`src/hdl/assert_macros.svh`:
```
// Assertion macros used by the video RAM port controller.
`ifndef ASSERT_MACROS_SVH
`define ASSERT_MACROS_SVH
`ifndef SYNTH
// Same-cycle implication, checked at every rising clock edge outside reset.
`define VAPF_ASSERT_IMPL(lbl, clk, rst, ante, cons, msg) \
   lbl: assert property (@(posedge clk) disable iff (rst) (ante) |-> (cons)) else $error(msg);
// Next-cycle implication, checked at every rising clock edge outside reset.
`define VAPF_ASSERT_NEXT(lbl, clk, rst, ante, cons, msg) \
   lbl: assert property (@(posedge clk) disable iff (rst) (ante) |=> (cons)) else $error(msg);
`else
`define VAPF_ASSERT_IMPL(lbl, clk, rst, ante, cons, msg)
`define VAPF_ASSERT_NEXT(lbl, clk, rst, ante, cons, msg)
`endif
`endif

```
`src/hdl/vapf_pkg.sv`:
```
// Shared types, register offsets and address helpers of the video RAM port.
`timescale 1ns / 1ps
package vapf_pkg;

   localparam int STORE_WORDS_DEFAULT = 32768;

   localparam logic FUNC_READ  = 1'b0;
   localparam logic FUNC_WRITE = 1'b1;

   localparam logic [5:0] OFF_DISPLAY = 6'h00;
   localparam logic [5:0] OFF_MODE    = 6'h15;
   localparam logic [5:0] OFF_ADDR_LO = 6'h16;
   localparam logic [5:0] OFF_ADDR_HI = 6'h17;
   localparam logic [5:0] OFF_DATA_LO = 6'h18;
   localparam logic [5:0] OFF_DATA_HI = 6'h19;
   localparam logic [5:0] OFF_READ_LO = 6'h39;
   localparam logic [5:0] OFF_READ_HI = 6'h3a;

   localparam logic [1:0] MAP_NONE = 2'd0;
   localparam logic [1:0] MAP_ROT8 = 2'd1;
   localparam logic [1:0] MAP_ROT9 = 2'd2;
   localparam logic [1:0] MAP_ROT10 = 2'd3;

   localparam logic [7:0] STEP_SMALL = 8'd1;
   localparam logic [7:0] STEP_ROW   = 8'd32;
   localparam logic [7:0] STEP_BIG   = 8'd128;

   // Controller to datapath commands.
   typedef struct packed {
      logic capture;
      logic calc;
      logic exec;
      logic fill;
      logic load_rsp;
   } cmd_type;

   // Datapath to controller status.
   typedef struct packed {
      logic fetch;
   } status_type;

   function automatic logic [7:0] step_of(input logic [1:0] code);
      logic [7:0] step;
      case (code)
         2'd0:    step = STEP_SMALL;
         2'd1:    step = STEP_ROW;
         default: step = STEP_BIG;
      endcase
      return step;
   endfunction

   // Rotate the low 8, 9 or 10 address bits left by three.
   function automatic logic [15:0] map_addr(input logic [15:0] a, input logic [1:0] mode);
      logic [15:0] m;
      case (mode)
         MAP_ROT8:  m = {a[15:8], a[4:0], a[7:5]};
         MAP_ROT9:  m = {a[15:9], a[5:0], a[8:6]};
         MAP_ROT10: m = {a[15:10], a[6:0], a[9:7]};
         default:   m = a;
      endcase
      return m;
   endfunction

endpackage

```
`src/hdl/vapf_ctrl.sv`:
```
// Sequencing state machine and result handshake of the video RAM port.
`timescale 1ns / 1ps
`include "assert_macros.svh"
module vapf_ctrl (
   input  logic                 clock,
   input  logic                 reset,
   input  logic                 req_valid,
   output logic                 req_ready,
   output logic                 rsp_valid,
   input  logic                 rsp_ready,
   input  vapf_pkg::status_type status,
   output vapf_pkg::cmd_type    cmd
);
   import vapf_pkg::*;

   typedef enum logic [2:0] {
      S_IDLE,
      S_MAP,
      S_EXEC,
      S_FILL,
      S_DONE
   } state_type;

   state_type state_ff;
   logic      rsp_valid_ff;
   logic      slot_free;

   assign slot_free = !rsp_valid_ff || rsp_ready;
   assign req_ready = (state_ff == S_IDLE);
   assign rsp_valid = rsp_valid_ff;

   always_comb begin
      cmd = '0;
      cmd.capture = (state_ff == S_IDLE) && req_valid;
      cmd.calc = (state_ff == S_MAP);
      cmd.exec = (state_ff == S_EXEC);
      cmd.fill = (state_ff == S_FILL);
      cmd.load_rsp = (state_ff == S_DONE) && slot_free;
   end

   always_ff @(posedge clock) begin
      if (reset) begin
         state_ff <= S_IDLE;
         rsp_valid_ff <= 1'b0;
      end else begin
         // Drop the valid flag unless a new result takes the slot right away.
         if (rsp_valid_ff && rsp_ready && !cmd.load_rsp) begin
            rsp_valid_ff <= 1'b0;
         end
         case (state_ff)
            S_IDLE: begin
               if (req_valid) begin
                  state_ff <= S_MAP;
               end
            end
            S_MAP: begin
               state_ff <= S_EXEC;
            end
            S_EXEC: begin
               state_ff <= status.fetch ? S_FILL : S_DONE;
            end
            S_FILL: begin
               state_ff <= S_DONE;
            end
            S_DONE: begin
               // Hold until the output register can take the result.
               if (slot_free) begin
                  rsp_valid_ff <= 1'b1;
                  state_ff <= S_IDLE;
               end
            end
            default: begin
               state_ff <= S_IDLE;
            end
         endcase
      end
   end

   `VAPF_ASSERT_NEXT(a_accept_maps, clock, reset, req_valid && req_ready, state_ff == S_MAP, "accepted request did not enter address mapping")
   `VAPF_ASSERT_IMPL(a_fill_after_exec, clock, reset, state_ff == S_FILL, $past(state_ff) == S_EXEC, "refetch capture without a preceding store access")
   `VAPF_ASSERT_NEXT(a_result_shown, clock, reset, cmd.load_rsp, rsp_valid_ff, "loaded result not presented")
   `VAPF_ASSERT_IMPL(a_no_overwrite, clock, reset, cmd.load_rsp && rsp_valid_ff, rsp_ready, "pending result overwritten")

endmodule

```
`config.mk`:
```
export PLATFORM = sky130hd
export DESIGN_NAME = vapf_ctrl
export DESIGN_NICKNAME = d
export VERILOG_FILES = /design/src/hdl/vapf_pkg.sv /design/src/hdl/vapf_ctrl.sv
export VERILOG_INCLUDE_DIRS = /design/src /design/src/hdl
export SDC_FILE = /design/constraint.sdc
export NUM_CORES = 1
export LEC_CHECK = 0
export BUFFER_PORTS_ARGS = -buffer_cell sky130_fd_sc_hd__buf_4
export CAP_MARGIN = 20
export CORE_AREA = 3 3 40 42
export DETAILED_ROUTE_END_ITERATION = 7
export DIE_AREA = 0 0 43 45
export MAX_ROUTING_LAYER = met4
export PLACE_DENSITY = 0.36
export SLEW_MARGIN = 20
export SYNTH_ARGS = -nofsm -noshare
export SYNTH_HDL_FRONTEND = slang
export SYNTH_SLANG_ARGS = --single-unit
```
`constraint.sdc`:
```
create_clock -name clock -period 1.25 [get_ports clock]
set_input_delay 0.125 -clock clock [delete_from_list [all_inputs] [get_ports clock]]
set_output_delay 0.125 -clock clock [all_outputs]
set_load 0.05 [all_outputs]
```
==> key figures <==
Run status
  – Status: finished, violations left
  – Failing checks: setup timing

Timing
  – Slew Viols, Final: 0
  – Crit path time final: 1.34 ns
  – Sum Neg Setup Slack: -0.164 ns
  – Setup-failing EPs final: 2
  – Final Skew: 0.00373 ns
  – Hold Violations, Final: 0
  – Worst Max-Slew Pin Slew: 0.211 ns
  – RSZ-0062 raised after global routing: yes
  – Period Utilization, post-route: 1.08
  – Setup WS post-layout: -0.0946 ns
  – Slew headroom: 0.858
  – Fmax achieved: 0.744 GHz

Route
  – Routed len/inst: 10.3 um
  – Vias: 235
  – Drt drc: 0
  – Post-route ant nets: 0
  – DRT iter0 DRCs: 0
  – Pre-antenna DRT Iters: 1
  – Detailed-route vias per instance: 4.12
  – Final WL: 587 um

Synthesis
  – Top cells by count, synth: dfxtp_1 (4), nand2b_1 (3), nor2_1 (3)
  – XOR/XNOR Fraction of Synth Area: 0
  – Yosys reg bits: 4
  – Ranking of synthesized cells by area: dfxtp_1 (39%), nand2b_1 (9.1%), nor2b_1 (6.1%)
  – Mean Syn Cell Area: 8.98 um^2
  – Post-synthesis adder-cell area fraction: 0
  – Top_reg_cell synth: dfxtp_1
  – Main combinational cell family by area after synthesis: simple AND/OR/NAND/NOR gates
  – Sequential share of the synthesized area: 0.388
  – Synth area leader: dfxtp_1
  – Post-synth net total: 28
  – EDFF count, synth: 0
  – Compound-Gate Fraction of Synth Area: 0.121
  – Post-Synth Simple-Gate Area: 0.424
  – Mapped Cells: 23
  – Most frequent cell after synthesis: dfxtp_1
  – Post-synthesis mux area share: 0.0485
  – Unique masters post-synth: 15
  – Mapped Area: 206 um^2
  – Yosys top cell area share: 0.388
  – Synth Warn #: 0
  – Async set-or-reset flop fraction in the synthesized netlist: 0

Place
  – DP Worst Slack: 0.109 ns
  – IO buf count: 11
  – Post-DP HPWL: 452 um
  – Area after DPL: 357 um^2
  – Routability cong.: 0.620

Setup path
  – Crit path cell chain: or3b_4 -> nor2b_4 -> buf_6
  – Critical path required time: 1.12 ns
  – Slowest CP cell: or3b_4
  – Worst Setup SP: state_ff[2]$_SDFFE_PP0P_
  – Critical path buffer and inverter count: 1
  – Critical path arrival: 1.22 ns
  – CP top delay family: simple AND/OR/NAND/NOR gates
  – CP Capture Type: primary output
  – R2r setup slk: 0.17 ns
  – R2R depth: 4
  – Reg2reg end: state_ff[2]$_SDFFE_PP0P_
  – Worst R2R Start: state_ff[2]$_SDFFE_PP0P_
  – Setup Crit Path Kind: reg -> out
  – Delay of the slowest critical-path stage: 0.39 ns
  – Startpoint types: flop
  – Critical path fanouts, max: 2

Clocking
  – Worst-path clk slew: 0.04 ns
  – CTS tree: built
  – Total clock sinks: 4
  – Root Driver: clkbuf_4
  – Clk_lat worst skew: 0.24 ns
  – Total CTS buffers: 3
  – Longest Clk Path Bufs: 2
  – Hold-fix buffers, CTS: 0
  – # H-tree levels: 1

Global route
  – First-pass GRT wire length: 1090 um
  – Grt ovf: 0
  – Vias in the first global route: 259
  – Initial antenna violation count: 0
  – Total track usage: 0.0858
  – Pin count of the biggest net entering global routing: 8

Layout
  – Final Util: 0.353
  – Area Overhead vs Synth: 120%
  – Nets: 49
  – Layout cells sized above 1: 0.762
  – N_diodes: 0
  – Fin area: 454 um^2

Floorplanning
  – Die area: 0.00194 mm^2
  – Die Span X: 43 um
  – # IOs: 12
  – Starting density of the core: 0.161
  – Core area: 0.00128 mm^2
  – DIE HEIGHT: 45 um
  – # rows: 13

Worst hold path
  – Hold depth: 2
  – Hold worst-path end: rsp_valid$_SDFF_PP0_
  – Hold wc startpoint: reset
  – HP Class: in -> reg

Power and ir drop
  – Pwr/cell area: 1030 mW/mm^2
  – Leakage: 0.190 nW
  – VDD IR-drop max: 0.000341 V

Flow run
  – Max-Cap Viols: 0
-- area by class of cell --
cell class              count  area, um^2
clock buffers               3        22.5
fillers                   134         831
inverters                   1        3.75
multi-input cells          18         176
flip-flops and latches      4        82.6
well taps                  15        18.8
repair buffers             16         150
-- cell families after synthesis --
logic type | count (synthesis)
AO/OA/AOI/OAI | 3
buffers and inverters | 1
flip-flops | 4
AND/OR/NAND/NOR | 14
multiplexers | 1
-- repair_timing --
action	in CTS	in global routing
setup endpoints to repair	5	5
pin swaps	3	3
setup buffers	2	0
endpoints found under the hold margin	0	0
gates resized for setup	11	3
-- where the power goes --
group	switching [mW]	internal [mW]
Combinational	0.0955	0.0747
Sequential	0.00291	0.135
Clock	0.0538	0.107
Total	0.152	0.317
-- worst max-delay path by stage --
stage / depth (start not counted) / endpoint / slack (ns)
5_1_grt: 3 / cmd[0] / -0.15
3_3_place_gp: 3 / cmd[0] / 0.12
4_1_cts: 3 / cmd[0] / -0.11
6_report: 3 / cmd[0] / -0.09
2_1_floorplan: 2 / cmd[1] / -0.08
3_5_place_dp: 3 / cmd[0] / 0.11
-- worst reg2reg max path, stage by stage, from the launching register on --
cell	delay [ns]
dfxtp_2	0.31
buf_4	0.15
nand2b_4	0.16
buf_4	0.14
o32ai_1	0.23
-- per-stage QoR --
step	power (mW)	hold WS (ns)	instances
6_report	0.469	0.0789	57
3_5_place_dp	0.278	0.327	52
2_1_floorplan	0.230	0.180	23
3_3_place_gp	0.278	0.318	52
4_1_cts	0.476	0.0748	57
5_1_grt	0.499	0.0775	57
-- layer usage --
layer / global-route usage / up-vias / wire length [um]
li1: - / 119 / -
met1: 0.0894 / 101 / 246
met2: 0.114 / 13 / 265
met3: 0.0159 / 2 / 60
met4: 0.127 / 0 / 14
met5: - / - / 0
-- cell usage in the layout (no fill, tap or decap), drive strengths merged, types with 2 or more instances in the layout --
cell,synthesis,final
buf,0,16
clkbuf,0,3
dfxtp,4,4
nand2b,3,3
nor2,3,3
nor2b,2,2
or3b,2,2
-- registers in the layout (all words and copies together) (netlist names) --
| name | cells |
|---|---|
| rsp_valid | 1 |
| state_ff | 3 |
Note: power is estimated with default switching activity, not from simulation.
